## src/sv/draw_request_admission_guard_core_assert.svh

```systemverilog
// Assertion macros for the draw request admission guard.
// Expects clk and rst_n in the scope of use.
`ifndef DRAW_REQUEST_ADMISSION_GUARD_CORE_ASSERT_SVH
`define DRAW_REQUEST_ADMISSION_GUARD_CORE_ASSERT_SVH

// same-cycle implication
`define DRAG_ASSERT_IMPLIES(label, ante, cons, msg) \
    label: assert property (@(posedge clk) disable iff (!rst_n) (ante) |-> (cons)) \
        else $error(msg);

// next-cycle implication
`define DRAG_ASSERT_NEXT(label, ante, cons, msg) \
    label: assert property (@(posedge clk) disable iff (!rst_n) (ante) |=> (cons)) \
        else $error(msg);

`endif

```

## src/sv/drag_pkg.sv

```systemverilog
// Shared types and constants of the draw request admission guard.
// No dependencies.
package drag_pkg;

    localparam int COORD_BITS     = 16;
    localparam int PIXEL_BITS     = 40;
    localparam int FB_BITS        = 12;
    localparam int OPS_BITS       = 24;
    localparam int FAULT_BITS     = 8;
    localparam int KIND_BITS      = 2;
    localparam int CMD_BITS       = 3;
    localparam int STATUS_BITS    = 2;
    localparam int CFG_INDEX_BITS = 3;
    localparam int CFG_DATA_BITS  = PIXEL_BITS;
    localparam int PROD_BITS      = 2 * FB_BITS;
    // signed compare width: holds coords, frame size and coord differences
    localparam int CMP_BITS = ((COORD_BITS + 1 > FB_BITS) ? COORD_BITS + 1 : FB_BITS) + 1;

    localparam logic [KIND_BITS-1:0] KIND_DRAW   = 2'd0;
    localparam logic [KIND_BITS-1:0] KIND_RAW    = 2'd1;
    localparam logic [KIND_BITS-1:0] KIND_RESET  = 2'd2;
    localparam logic [KIND_BITS-1:0] KIND_UNUSED = 2'd3;

    localparam logic [CMD_BITS-1:0] CMD_CLEAR  = 3'd0;
    localparam logic [CMD_BITS-1:0] CMD_PIXEL  = 3'd1;
    localparam logic [CMD_BITS-1:0] CMD_LINE   = 3'd2;
    localparam logic [CMD_BITS-1:0] CMD_RECT   = 3'd3;
    localparam logic [CMD_BITS-1:0] CMD_CIRCLE = 3'd4;

    localparam logic [STATUS_BITS-1:0] ST_OK       = 2'd0;
    localparam logic [STATUS_BITS-1:0] ST_DISABLED = 2'd1;
    localparam logic [STATUS_BITS-1:0] ST_INVALID  = 2'd2;
    localparam logic [STATUS_BITS-1:0] ST_BUDGET   = 2'd3;

    localparam logic [CFG_INDEX_BITS-1:0] REG_FRAME_W     = 3'd0;
    localparam logic [CFG_INDEX_BITS-1:0] REG_FRAME_H     = 3'd1;
    localparam logic [CFG_INDEX_BITS-1:0] REG_MAX_PIXELS  = 3'd2;
    localparam logic [CFG_INDEX_BITS-1:0] REG_MAX_OPS     = 3'd3;
    localparam logic [CFG_INDEX_BITS-1:0] REG_FAULT_LIMIT = 3'd4;

    localparam logic [FB_BITS-1:0]    RST_FRAME_W     = 12'd640;
    localparam logic [FB_BITS-1:0]    RST_FRAME_H     = 12'd480;
    localparam logic [PIXEL_BITS-1:0] RST_MAX_PIXELS  = PIXEL_BITS'(64'd16777216);
    localparam logic [OPS_BITS-1:0]   RST_MAX_OPS     = 24'd4096;
    localparam logic [FAULT_BITS-1:0] RST_FAULT_LIMIT = 8'd8;

    typedef struct packed {
        logic [FB_BITS-1:0]    frame_w;
        logic [FB_BITS-1:0]    frame_h;
        logic [PIXEL_BITS-1:0] max_pixels;
        logic [OPS_BITS-1:0]   max_ops;
        logic [FAULT_BITS-1:0] fault_limit;
    } cfg_t;

    typedef struct packed {
        logic [KIND_BITS-1:0]         kind;
        logic [CMD_BITS-1:0]          command;
        logic signed [COORD_BITS-1:0] coord_x;
        logic signed [COORD_BITS-1:0] coord_y;
        logic signed [COORD_BITS-1:0] extent_w;
        logic signed [COORD_BITS-1:0] extent_h;
        logic [PIXEL_BITS-1:0]        pixel_count;
    } item_t;

    typedef struct packed {
        logic [KIND_BITS-1:0]  kind;
        logic                  geom_ok;
        logic [PIXEL_BITS-1:0] est;
    } est_t;

    typedef struct packed {
        logic [STATUS_BITS-1:0] status;
        logic [PIXEL_BITS-1:0]  est_pixels;
        logic                   guard_enabled;
        logic [FAULT_BITS-1:0]  fault_total;
    } result_t;

endpackage

```

## src/sv/draw_request_admission_guard_core.sv

```systemverilog
// Draw request admission guard: an accepted request passes through the input register,
// the estimate stage and the ledger stage into the result register.
// Throughput is one transaction per cycle while the result register is empty or
// being taken; the whole pipeline advances together, held only by that one stall.
// Asynchronous active-low reset restores register defaults, enables the guard and
// clears faults, op count and pixel total; the pipeline starts empty.
module draw_request_admission_guard_core
    import drag_pkg::*;
(
    input  logic                         clk,
    input  logic                         rst_n,
    input  logic                         cfg_we,
    input  logic [CFG_INDEX_BITS-1:0]    cfg_index,
    input  logic [CFG_DATA_BITS-1:0]     cfg_data,
    input  logic                         in_valid,
    output logic                         in_ready,
    input  logic [KIND_BITS-1:0]         kind,
    input  logic [CMD_BITS-1:0]          command,
    input  logic signed [COORD_BITS-1:0] coord_x,
    input  logic signed [COORD_BITS-1:0] coord_y,
    input  logic signed [COORD_BITS-1:0] extent_w,
    input  logic signed [COORD_BITS-1:0] extent_h,
    input  logic [PIXEL_BITS-1:0]        pixel_count,
    output logic                         out_valid,
    input  logic                         out_ready,
    output logic [STATUS_BITS-1:0]       status,
    output logic [PIXEL_BITS-1:0]        est_pixels,
    output logic                         guard_enabled,
    output logic [FAULT_BITS-1:0]        fault_total
);

    cfg_t    cfg;
    logic    adv;
    logic    item_valid_reg;
    item_t   item_reg;
    logic    est_valid;
    est_t    est;
    logic    res_valid;
    result_t res;

    assign adv      = !res_valid || out_ready;
    assign in_ready = adv;

    drag_cfg_regs u_cfg (
        .clk       (clk),
        .rst_n     (rst_n),
        .cfg_we    (cfg_we),
        .cfg_index (cfg_index),
        .cfg_data  (cfg_data),
        .cfg       (cfg)
    );

    always_ff @(posedge clk or negedge rst_n)
    begin
        if (!rst_n)
        begin
            item_valid_reg <= 1'b0;
        end
        else if (adv)
        begin
            item_valid_reg <= in_valid;
        end
    end

    always_ff @(posedge clk)
    begin
        if (adv && in_valid)
        begin
            item_reg.kind        <= kind;
            item_reg.command     <= command;
            item_reg.coord_x     <= coord_x;
            item_reg.coord_y     <= coord_y;
            item_reg.extent_w    <= extent_w;
            item_reg.extent_h    <= extent_h;
            item_reg.pixel_count <= pixel_count;
        end
    end

    drag_estimator u_est (
        .clk        (clk),
        .rst_n      (rst_n),
        .adv        (adv),
        .cfg        (cfg),
        .item_valid (item_valid_reg),
        .item       (item_reg),
        .est_valid  (est_valid),
        .est        (est)
    );

    drag_ledger u_ledger (
        .clk       (clk),
        .rst_n     (rst_n),
        .adv       (adv),
        .cfg       (cfg),
        .est_valid (est_valid),
        .est       (est),
        .res_valid (res_valid),
        .res       (res)
    );

    assign out_valid     = res_valid;
    assign status        = res.status;
    assign est_pixels    = res.est_pixels;
    assign guard_enabled = res.guard_enabled;
    assign fault_total   = res.fault_total;

endmodule

```

## src/sv/drag_cfg_regs.sv

```systemverilog
// Configuration register file of the admission guard.
// Depends on drag_pkg.
module drag_cfg_regs
    import drag_pkg::*;
(
    input  logic                      clk,
    input  logic                      rst_n,
    input  logic                      cfg_we,
    input  logic [CFG_INDEX_BITS-1:0] cfg_index,
    input  logic [CFG_DATA_BITS-1:0]  cfg_data,
    output cfg_t                      cfg
);

    cfg_t cfg_reg;

    always_ff @(posedge clk or negedge rst_n)
    begin
        if (!rst_n)
        begin
            cfg_reg.frame_w     <= RST_FRAME_W;
            cfg_reg.frame_h     <= RST_FRAME_H;
            cfg_reg.max_pixels  <= RST_MAX_PIXELS;
            cfg_reg.max_ops     <= RST_MAX_OPS;
            cfg_reg.fault_limit <= RST_FAULT_LIMIT;
        end
        else if (cfg_we)
        begin
            unique case (cfg_index)
                REG_FRAME_W:     cfg_reg.frame_w     <= cfg_data[FB_BITS-1:0];
                REG_FRAME_H:     cfg_reg.frame_h     <= cfg_data[FB_BITS-1:0];
                REG_MAX_PIXELS:  cfg_reg.max_pixels  <= cfg_data[PIXEL_BITS-1:0];
                REG_MAX_OPS:     cfg_reg.max_ops     <= cfg_data[OPS_BITS-1:0];
                REG_FAULT_LIMIT: cfg_reg.fault_limit <= cfg_data[FAULT_BITS-1:0];
                default:         ;
            endcase
        end
    end

    assign cfg = cfg_reg;

endmodule

```

## src/sv/drag_estimator.sv

```systemverilog
// Geometry check and pixel cost estimate, registered into the ledger stage.
// Depends on drag_pkg.
module drag_estimator
    import drag_pkg::*;
(
    input  logic  clk,
    input  logic  rst_n,
    input  logic  adv,
    input  cfg_t  cfg,
    input  logic  item_valid,
    input  item_t item,
    output logic  est_valid,
    output est_t  est
);

    logic signed [CMP_BITS-1:0] xs, ys, ws, hs, fw, fh, dx, dy, adx, ady, line_len;
    logic in_x, in_y, in_w, in_h, pix_x, pix_y, pos_w, pos_h;
    logic [FB_BITS-1:0]   mul_a, mul_b;
    logic [PROD_BITS-1:0] prod;
    est_t est_next;
    logic est_valid_reg;
    est_t est_reg;

    always_comb
    begin
        xs = CMP_BITS'(item.coord_x);
        ys = CMP_BITS'(item.coord_y);
        ws = CMP_BITS'(item.extent_w);
        hs = CMP_BITS'(item.extent_h);
        fw = CMP_BITS'(cfg.frame_w);
        fh = CMP_BITS'(cfg.frame_h);

        in_x  = (xs >= -fw) && (xs <= fw);
        in_y  = (ys >= -fh) && (ys <= fh);
        in_w  = (ws >= -fw) && (ws <= fw);
        in_h  = (hs >= -fh) && (hs <= fh);
        pix_x = (xs >= 0) && (xs < fw);
        pix_y = (ys >= 0) && (ys < fh);
        pos_w = (ws > 0) && (ws <= fw);
        pos_h = (hs > 0) && (hs <= fh);

        dx  = ws - xs;
        dy  = hs - ys;
        adx = (dx < 0) ? -dx : dx;
        ady = (dy < 0) ? -dy : dy;
        line_len = ((adx > ady) ? adx : ady) + CMP_BITS'(1);

        mul_a = ws[FB_BITS-1:0];
        mul_b = ws[FB_BITS-1:0];
        if (item.command == CMD_CLEAR)
        begin
            mul_a = cfg.frame_w;
            mul_b = cfg.frame_h;
        end
        else if (item.command == CMD_RECT)
        begin
            mul_b = hs[FB_BITS-1:0];
        end
    end

    assign prod = PROD_BITS'(mul_a) * PROD_BITS'(mul_b);

    always_comb
    begin
        est_next.kind    = item.kind;
        est_next.geom_ok = 1'b0;
        est_next.est     = '0;
        if (item.kind == KIND_RAW)
        begin
            est_next.geom_ok = 1'b1;
            est_next.est     = item.pixel_count;
        end
        else
        begin
            unique case (item.command)
                CMD_CLEAR:
                begin
                    est_next.geom_ok = 1'b1;
                    est_next.est     = PIXEL_BITS'(prod);
                end
                CMD_PIXEL:
                begin
                    est_next.geom_ok = pix_x && pix_y;
                    est_next.est     = PIXEL_BITS'(1);
                end
                CMD_LINE:
                begin
                    est_next.geom_ok = in_x && in_y && in_w && in_h;
                    est_next.est     = PIXEL_BITS'(line_len);
                end
                CMD_RECT:
                begin
                    est_next.geom_ok = in_x && in_y && pos_w && pos_h;
                    est_next.est     = PIXEL_BITS'(prod);
                end
                CMD_CIRCLE:
                begin
                    est_next.geom_ok = in_x && in_y && pos_w;
                    est_next.est     = PIXEL_BITS'(prod);
                end
                default:
                begin
                    est_next.geom_ok = 1'b0;
                end
            endcase
        end
    end

    always_ff @(posedge clk or negedge rst_n)
    begin
        if (!rst_n)
        begin
            est_valid_reg <= 1'b0;
        end
        else if (adv)
        begin
            est_valid_reg <= item_valid;
        end
    end

    always_ff @(posedge clk)
    begin
        if (adv && item_valid)
        begin
            est_reg <= est_next;
        end
    end

    assign est_valid = est_valid_reg;
    assign est       = est_reg;

endmodule

```

## src/sv/drag_ledger.sv

```systemverilog
// Guard state (enable, faults, op count, pixel total) and result register.
// Depends on drag_pkg and the assertion macro header.
`include "draw_request_admission_guard_core_assert.svh"

module drag_ledger
    import drag_pkg::*;
(
    input  logic    clk,
    input  logic    rst_n,
    input  logic    adv,
    input  cfg_t    cfg,
    input  logic    est_valid,
    input  est_t    est,
    output logic    res_valid,
    output result_t res
);

    logic                  enabled_reg, enabled_next;
    logic [FAULT_BITS-1:0] fault_count_reg, fault_count_next;
    logic [OPS_BITS-1:0]   op_count_reg, op_count_next;
    logic [PIXEL_BITS-1:0] pixel_total_reg, pixel_total_next;
    logic                  res_valid_reg;
    result_t               res_reg, res_next;

    logic [FAULT_BITS-1:0] fault_bumped;
    logic                  fault_disables;
    logic [PIXEL_BITS:0]   budget_sum;
    logic                  fits_item, over_budget;

    always_comb
    begin
        fault_bumped   = (fault_count_reg < cfg.fault_limit) ?
                         fault_count_reg + FAULT_BITS'(1) : fault_count_reg;
        fault_disables = (fault_bumped >= cfg.fault_limit);
        budget_sum     = {1'b0, pixel_total_reg} + {1'b0, est.est};
        fits_item      = ((est.kind == KIND_RAW) || est.geom_ok) &&
                         (est.est <= cfg.max_pixels);
        over_budget    = (op_count_reg >= cfg.max_ops) ||
                         (budget_sum > {1'b0, cfg.max_pixels});

        enabled_next     = enabled_reg;
        fault_count_next = fault_count_reg;
        op_count_next    = op_count_reg;
        pixel_total_next = pixel_total_reg;
        res_next.status     = ST_INVALID;
        res_next.est_pixels = '0;

        case (est.kind) inside
            KIND_RESET:
            begin
                enabled_next     = 1'b1;
                fault_count_next = '0;
                op_count_next    = '0;
                pixel_total_next = '0;
                res_next.status  = ST_OK;
            end
            KIND_DRAW, KIND_RAW:
            begin
                if (!enabled_reg)
                begin
                    res_next.status = ST_DISABLED;
                end
                else if (!fits_item || over_budget)
                begin
                    fault_count_next = fault_bumped;
                    enabled_next     = !fault_disables;
                    res_next.status  = fits_item ? ST_BUDGET : ST_INVALID;
                end
                else
                begin
                    op_count_next       = op_count_reg + OPS_BITS'(1);
                    pixel_total_next    = budget_sum[PIXEL_BITS-1:0];
                    res_next.status     = ST_OK;
                    res_next.est_pixels = est.est;
                end
            end
            default:
            begin
            end
        endcase

        res_next.guard_enabled = enabled_next;
        res_next.fault_total   = fault_count_next;
    end

    always_ff @(posedge clk or negedge rst_n)
    begin
        if (!rst_n)
        begin
            enabled_reg     <= 1'b1;
            fault_count_reg <= '0;
            op_count_reg    <= '0;
            pixel_total_reg <= '0;
            res_valid_reg   <= 1'b0;
        end
        else if (adv)
        begin
            res_valid_reg <= est_valid;
            if (est_valid)
            begin
                enabled_reg     <= enabled_next;
                fault_count_reg <= fault_count_next;
                op_count_reg    <= op_count_next;
                pixel_total_reg <= pixel_total_next;
            end
        end
    end

    always_ff @(posedge clk)
    begin
        if (adv && est_valid)
        begin
            res_reg <= res_next;
        end
    end

    assign res_valid = res_valid_reg;
    assign res       = res_reg;

    `DRAG_ASSERT_IMPLIES(a_ok_keeps_enabled, res_valid_reg && res_reg.status == ST_OK,
        res_reg.guard_enabled, "admitted result with guard disabled")
    `DRAG_ASSERT_IMPLIES(a_reject_zero_est, res_valid_reg && res_reg.status != ST_OK,
        res_reg.est_pixels == '0, "rejected result carries an estimate")
    `DRAG_ASSERT_IMPLIES(a_disabled_flag, res_valid_reg && res_reg.status == ST_DISABLED,
        !res_reg.guard_enabled, "disabled status while guard enabled")
    `DRAG_ASSERT_NEXT(a_reset_clears, adv && est_valid && est.kind == KIND_RESET,
        enabled_reg && fault_count_reg == '0 && op_count_reg == '0 && pixel_total_reg == '0,
        "reset transaction left state behind")

endmodule
```

## config.mk

```make
export PLATFORM = sky130hd
export DESIGN_NAME = draw_request_admission_guard_core
export DESIGN_NICKNAME = d
export VERILOG_FILES = /design/src/sv/drag_pkg.sv /design/src/sv/draw_request_admission_guard_core.sv /design/src/sv/drag_cfg_regs.sv /design/src/sv/drag_estimator.sv /design/src/sv/drag_ledger.sv
export VERILOG_INCLUDE_DIRS = /design/src /design/src/sv
export SDC_FILE = /design/constraint.sdc
export NUM_CORES = 1
export LEC_CHECK = 0
export BUFFER_PORTS_ARGS = -buffer_cell sky130_fd_sc_hd__buf_2
export CELL_PAD_IN_SITES_DETAIL_PLACEMENT = 1
export CELL_PAD_IN_SITES_GLOBAL_PLACEMENT = 1
export CORE_MARGIN = 2
export CORE_UTILIZATION = 49
export DETAILED_ROUTE_END_ITERATION = 10
export PLACE_DENSITY = 0.9
export SLEW_MARGIN = 5
export SYNTH_ARGS = -nofsm -noshare
export SYNTH_HDL_FRONTEND = slang
export SYNTH_HIERARCHICAL = 1
export SYNTH_SLANG_ARGS = --single-unit
```

## constraint.sdc

```tcl
create_clock -name clk -period 10.2 [get_ports clk]
set_input_delay 2.04 -clock clk [delete_from_list [all_inputs] [get_ports clk]]
set_output_delay 2.04 -clock clk [all_outputs]
set_load 0.02 [all_outputs]
```

======== Yosys cells after proc, flatten, opt, wreduce, memory -nomap -nowiden ========
Cells that the tools add are included.
operators by class
  add/subtract/negate cells ............... 10
  multipliers ............................. 1
  magnitude comparators ................... 22
  equal/unequal tests ..................... 12
  mux-type cells .......................... 30
  bitwise operators ....................... 2
  reduce and logical (&&, ||, !) cells .... 41
operator list
  cell                   number
  $mux 40                5
  $pmux 40 s3            1
  $mux 24                4
  $ge 16x18->1           4
  $le 16x13->1           4
  $mux 18                3
  $add 40x40->41         1
  $gt 41x40->1           1
  $le 40x40->1           1
  $mux 8                 5
  $mux 12                3
  $neg 12->18            2
  $neg 17->18            2
  $lt 17x1->1 const B    2
  $sub 16x16->17         2
  $ge 16x1->1 const B    2
  $gt 16x1->1 const B    2
  $lt 16x13->1           2
  $add 24x1->24 const B  1
  $ge 24x24->1           1
  $mul 12x12->24         1
  $add 18x2->18 const B  1
  $gt 18x18->1           1
  $logic_and 1x1->1      18
  23 further kinds       49
word-level totals
  flip-flop bits (word level) ............. 375
  bits of input ports ..................... 157
  output and inout port bits .............. 53
  word-level logic and storage cells ...... 145

======== Longest topological paths before layout ========
Gate-level depths: netlist of the first run.
  depth in word-level cells ............... 9
  mapped depth ............................ 31
  gate-level depth less buffers ........... 28

======== Hierarchy ========
The synthesis of the first run kept the hierarchy.
modules (own cells, without submodules)
  module                             times used  cells an instance  area each (um^2)  seq. area each (um^2)
  drag_estimator                     1           1722               14023.4           1316.3
  drag_ledger                        1           1192               10490.1           3384.5
  drag_cfg_regs                      1           206                3873.7            2413.6
  draw_request_admission_guard_core  1           113                3334.4            3298.2

======== Least setup slack after synthesis of the first run ========
OpenSTA, ideal clock, no wires.
  path kind ............................... register -> register
  start point ............................. register item_reg[104] in the netlist's numbering
  end point ............................... register u_est.est_reg (netlist bit u_est/est[23]) (data pin)
  setup time .............................. 256 ps
  data arrival time ....................... 7297 ps
  data required time ...................... 9944 ps
  slack ................................... 2647 ps
  stages on the path, launching flop included .. 28
  path buffers ............................ 2
  period minus slack after synthesis ...... 7553 ps
  path through ............................ edfxtp_1 clkbuf_1 or2_2 nor2_1 clkbuf_1 nand2_1 o21ai_1 nand2_1 fa_1 inv_1 ha_1 fa_1 inv_1 fa_1 fa_1 inv_1 ha_1 nand2_1 o21ai_0 o41ai_1 o2111a_1 nor3_1 a2111oi_0 o21bai_1 a21oi_1 o21ai_0 xnor2_1 a22o_1
RTL lines
  item                  line                                     RTL
  start, declared       draw_request_admission_guard_core.sv:35  item_t item_reg;
  end signal, assigned  drag_estimator.sv:125                    est_reg <= est_next;
  end, declared         drag_estimator.sv:22                     est_t est_reg;

==> metrics.csv, run 1 <==
metric,value,unit
Worst path top cell family by delay,compound AO/OA/AOI/OAI gates,
"most used cell, CP",fa_1,
post-route fraction of the period consumed by the critical path,87.17,%
Hold Path Cell Cnt,1,
number of buffers added on ports,209,
Leakage Power,0.01618,uW
"count leader, synth",ha_1,
post-route antenna net violation count,0,
H-Tree Level Count,2,
Startpoint Class,flip-flop,
number of nets in the layout,4057,
sum of net half-perimeters after detailed placement,81.59,mm
final instance area,34950,sq um
unrepaired setup endpoints after global routing,no,
number of antenna violations at the first check in global routing,1,
type of the tightest min-delay check,flip-flop to flip-flop,
initial DRC count,2631,
Top-Level Pins,210,
global-route wire length before repair,173.2,mm
start-to-end type of the worst setup path,flip-flop to flip-flop,
slew at the pin with the worst max-slew slack,1.250,ns
VDD IR max,0.0006788,V
maximum buffer depth of the clock tree,3,
TritonCTS buffer count,44,
cts repair resizes,0,
drt pass-1 iters,6,
FMAX,112.5,MHz
share of post-route cells with drive strength above 1,14.31,%
total placed instance area,33490,sq um
number of flops mapped to enable cells by yosys,203,
sum of overflow across all layers after global routing,0,
average detailed-routed wire length per instance,26.15,um
fraction of synthesized cell area taken by the top area cell type,19.22,%
post-cts hold buffer count,0,
relative area change from synthesis to final layout,10.19,%
total via count after detailed routing,27550,
area of the core,64230,sq um
cell types with the highest counts after synthesis,"ha_1, inv_1, nand2_1, edfxtp_1, nor2_1",
Netlist Area Pre-Place,31720,sq um
post-synth net total,3887,
mean area per synthesized cell,9.812,sq um
required arrival time at the worst endpoint,10.54,ns
number of standard-cell rows in the floorplan,93,
clock network latency to the later pin of the worst-skew pair,0.60,ns
RePlAce Congestion,0.9527,
depth of the worst register-to-register path,21,
Avg Vias per Cell,6.414,
Max-slew headroom,16.26,%
final setup violation count,0,
die area,66790,sq um
crit-path max FO,17,
critical-path cell list,nor2_1 > a21oi_1 > o22ai_1 > nor2_1 > fa_1 > fa_1 > inv_1 > fa_1 > inv_1 > fa_1 > fa_1 > ha_1 > o41ai_1 > o2111a_1 > nor3_1 > a2111oi_0 > o21bai_1 > a21oi_1 > o21ai_0 > xnor2_1 > a22o_1,
buffer cell driving the clock tree root,clkbuf_16,
Total Routing Usage GR,33.29,%
arrival time of the worst setup path,9.23,ns
clock sink count,375,
sequential fraction of the synthesis area,32.82,%
total of fill cells in the finished design,7286,
Pins Over Slew Limit,0,
type of element capturing the critical path,flip-flop,
"Clk pin slew, worst setup/hold paths",0.06,ns
cell type of the slowest stage on the worst timing path,o22ai_1,
total routed wirelength,112.3,mm
fraction of registers with async set or reset after synthesis,45.87,%
max reg flops,109,
cell type contributing the most total cell area after synthesis,edfxtp_1,
number of register bits inferred by synthesis,375,
dominant synthesized flop cell,edfxtp_1,
pwr/cell area,392.5,nW/um^2
count of yosys warnings during synthesis,6,
Fin Clk Skew,0.03025,ns
pin count of the biggest net entering global routing,102,
Die Width,258.4,um
Fin. Hold Viols,0,
setup tns final,0,ns
Max-Cap Viols,0,
post-layout min period,8.891,ns
outcome,finished clean,
vias in the first global route,29880,
Crit path buffers/inverters,2,
starting density of the core,49.39,%
TritonCTS clock tree,yes,
number of post-CTS setup repair buffers,0,
count of cell types in the netlist,107,
largest incremental delay on the critical path,0.91,ns
path length in cells of the critical path,21,
DRC violation count after routing,0,
Synth Instances,3233,
chip height,258.4,um
leading cell types by total area after synthesis,"edfxtp_1, ha_1, dfrtp_1",
final timing paths:
kind	from	to	slack [ns]
worst max-delay path	item_reg[104]	u_est/est[23]	1.31
max in group asynchronous	rst_n	u_ledger/pixel_total_reg[21]	7.08
worst max register to register	item_reg[104]	u_est/est[23]	1.31
worst min-delay path	u_cfg/cfg[1]	u_cfg/cfg[1]	0.51
worst min register to register	u_cfg/cfg[1]	u_cfg/cfg[1]	0.51
min in group asynchronous	rst_n	u_ledger/res_valid	1.56
stage by stage:
step                      power (uW)  setup slack [ns]  instances  hold slack [ns]  util (%)
after global routing           14640            0.9240       4294           0.5315     54.42
final                          13720             1.309       4295           0.5105     54.42
after floorplan                 8791             2.647       3233           0.4180         -
after CTS                      13470             1.499       4294           0.5148     54.42
after global placement         10800             1.994       4212           0.4757     52.14
after detailed placement       11540             1.658       4212           0.4859     52.14
logic make-up (layout without fill, tap and decap cells):
kind of cell             count (synthesis)  count (layout)  share of synthesized area [%]
flip-flops                             375             375                          32.82
AO/OA/AOI/OAI                          675             675                          14.20
multiplexers                           145             145                          5.542
buffers and inverters                  412             618                          5.281
adder cells (fa/ha/maj)                497             497                          22.04
XOR/XNOR                               151             151                          4.276
AND/OR/NAND/NOR                        976             976                          15.81
other                                    2               3                        0.02367
power by group:
part           internal (uW)  switching (uW)
combinational           3670            5950
sequential              2100             374
clock                    906             718
total                   6680            7040
layer usage:
metal,part of all wire [%],GRT usage (%),up-vias
met1,38,39.28,13720
met5,0,0,-
met2,47,56.20,1386
met4,7.1,20.79,0
met3,7.4,6.103,481
li1,-,-,11970
layout make-up:
class | instances | area [sq um] | share of cell area, %
clock inverters | 29 | 299.0 | 0.8555
clock buffers | 53 | 1165 | 3.333
well taps | 855 | 1070 | 3.060
diodes | 1 | 2.502 | 0.007159
inverters | 310 | 1164 | 3.329
multi-input cells | 2446 | 19660 | 56.25
flip-flops and latches | 375 | 10410 | 29.79
repair buffers | 226 | 1180 | 3.375
placed cells by master, fill, tap and decap left out, types with 41 or more instances in the layout:
cell and count:
buf_2 208, a21oi_1 152, clkbuf_16 44, and3_1 55, fa_1 103, edfxtp_1 203, a21o_1 77, dfrtp_1 162
nor2b_1 54, and2_1 45, xnor2_1 111, nand4_1 56, nor3_1 61, inv_1 309, ha_1 394, o21ai_0 148
mux2_4 41, nand3_1 62, nand2_1 299, mux2_2 80, nor2_1 180
No activity file was read; power rests on OpenSTA's default activity.
==> run 2, diff against run 1 <==
- PLACE_DENSITY: 0.9 -> not set
- PLACE_DENSITY_LB_ADDON: not set -> 0.15
==> metrics.csv, run 2 (synthesized netlist as in run 1, its figures left out) <==
metric,value,unit
post-route fraction of the period consumed by the critical path,83.03,%
switching share of total power,49.94,%
register area,10410,sq um
Die Width,258.4,um
max reg flops,109,
power share of the clock group,12.8,%
Fin. Hold Viols,0,
die area,66790,sq um
Top-Level Pins,210,
Max-slew headroom,22.30,%
VDD IR max,0.0006584,V
vias in the first global route,28110,
chip height,258.4,um
Leakage Power,0.01622,uW
Max-Cap Viols,0,
type of the tightest min-delay check,flip-flop to flip-flop,
relative area change from synthesis to final layout,10.41,%
footprint of the multi-input gates,19660,sq um
maximum buffer depth of the clock tree,3,
Pins Over Slew Limit,0,
total routed wirelength,104.6,mm
cell count after placement,4212,
number of standard-cell rows in the floorplan,93,
required arrival time at the worst endpoint,10.54,ns
net load switching power,6664,uW
Fin Clk Skew,0.02510,ns
unrepaired setup endpoints after global routing,no,
H-Tree Level Count,2,
RePlAce Congestion,0.9517,
highest-count cells in the layout ignoring fill and taps,"ha_1, inv_1, nand2_1, buf_2, edfxtp_1",
final non-filler cell total,4295,
TritonCTS buffer count,45,
start-to-end type of the worst setup path,flip-flop to flip-flop,
"Clk pin slew, worst setup/hold paths",0.06,ns
area of the core,64230,sq um
critical-path cell list,nand2_1 > a21oi_1 > o22ai_1 > nor2b_1 > fa_1 > fa_1 > inv_1 > fa_1 > inv_1 > fa_1 > fa_1 > ha_1 > o41ai_1 > o2111a_1 > nor3_1 > a2111oi_0 > o21bai_1 > a21oi_1 > o21ai_0 > xnor2_1 > a22o_1,
TritonCTS clock tree,yes,
Total Routing Usage GR,31.24,%
clock network latency to the later pin of the worst-skew pair,0.60,ns
pin count of the biggest net entering global routing,74,
worst slack on hold paths,0.4553,ns
share of post-route cells with drive strength above 1,14.34,%
largest incremental delay on the critical path,0.98,ns
slew at the pin with the worst max-slew slack,1.165,ns
Avg Vias per Cell,6.052,
post-layout min period,8.469,ns
number of antenna violations at the first check in global routing,1,
"most used cell, CP",fa_1,
buffer cell driving the clock tree root,clkbuf_16,
combinational group share of total power,68.7,%
DRC violation count after routing,0,
drt pass-1 iters,5,
global-route wire length before repair,162.5,mm
total of fill cells in the finished design,7293,
crit-path max FO,16,
arrival time of the worst setup path,8.81,ns
pwr/cell area,381.0,nW/um^2
clock sink count,375,
"commonest non-fill, non-tap cell in the layout",ha_1,
FMAX,118.1,MHz
initial DRC count,1763,
cell type of the slowest stage on the worst timing path,o22ai_1,
sum of overflow across all layers after global routing,0,
total via count after detailed routing,26000,
average detailed-routed wire length per instance,24.36,um
cts repair resizes,0,
setup tns final,0,ns
P_int,6680,uW
Worst path top cell family by delay,compound AO/OA/AOI/OAI gates,
sum of net half-perimeters after detailed placement,81.81,mm
number of nets in the layout,4058,
outcome,finished clean,
post-route antenna net violation count,0,
number of post-CTS setup repair buffers,0,
type of element capturing the critical path,flip-flop,
starting density of the core,49.39,%
number of buffers added on ports,209,
Flop pwr share,18.5,%
Crit path buffers/inverters,2,
post-cts hold buffer count,0,
Startpoint Class,flip-flop,
final setup violation count,0,
-- run 2: cell count changes in the layout (fill, tap and decap cells not counted), sizes merged --
cell,previous run,this run
clkinvlp,2,1
clkinv,20,15
clkbuf,53,54
inv,314,315
bufinv,3,7
-- run 2: path summary, 6_finish.rpt --
check                      cells past startpoint     startpoint                          end  slack (ns)
setup / recovery                              21  item_reg[104]                u_est/est[23]        1.73
hold / removal                                 0  item_reg[107]                u_est/est[41]        0.46
setup reg to reg                              21  item_reg[104]                u_est/est[23]        1.73
hold reg to reg                                0  item_reg[107]                u_est/est[41]        0.46
max in group asynchronous                      2          rst_n                u_cfg/cfg[54]        7.46
min in group asynchronous                      1          rst_n  u_ledger/fault_count_reg[1]        1.39
-- run 2: area by class of cell --
class,count,area share (%)
Clock inverter,28,1.040
Timing Repair Buffer,226,3.369
Multi-Input combinational cell,2446,56.14
Tap cell,855,3.054
Sequential cell,375,29.73
Inverter,310,3.322
Clock buffer,54,3.340
Antenna cell,1,0.007145
-- run 2: worst register-to-register path, stage by stage (launching register included) --
cell       delay, ns
edfxtp_1        0.54
nand2_1         0.49
a21oi_1         0.39
o22ai_1         0.98
nor2b_1         0.16
fa_1            0.46
fa_1            0.55
inv_1           0.05
fa_1            0.48
inv_1           0.06
fa_1            0.50
fa_1            0.49
ha_1            0.25
o41ai_1         0.89
o2111a_1        0.37
nor3_1          0.07
a2111oi_0       0.64
o21bai_1        0.12
a21oi_1         0.24
o21ai_0         0.14
xnor2_1         0.14
a22o_1          0.19
-- run 2: metal layers --
| layer | routed length [um] | share of wire [%] | global-route usage, % |
|---|---|---|---|
| met5 | 0 | 0 | 0 |
| met4 | 4482 | 4.3 | 12.83 |
| met3 | 4116 | 3.9 | 2.993 |
| met2 | 51300 | 49 | 54.65 |
| met1 | 44730 | 43 | 39.62 |
-- run 2: stage by stage --
| step | area, sq um | worst slack (ns) | total power [uW] | utilization (%) |
|---|---|---|---|---|
| 4_1_cts | 35020 | 1.759 | 13330 | 54.53 |
| 3_3_place_gp | 33490 | 2.013 | 11090 | 52.14 |
| 6_report | 35020 | 1.731 | 13340 | 54.53 |
| 3_5_place_dp | 33490 | 1.806 | 11510 | 52.14 |
| 2_1_floorplan | 31720 | 2.647 | 8791 | - |
| 5_1_grt | 35020 | 1.158 | 14430 | 54.53 |
-- run 2: power by group through the flow --
stage	clock, uW	combinational [uW]	sequential [uW]
6_report	1700	9170	2470
4_1_cts	1740	9130	2470
2_1_floorplan	0	6400	2400
3_5_place_dp	0	9030	2480
3_3_place_gp	0	8620	2470
5_1_grt	1800	10100	2510
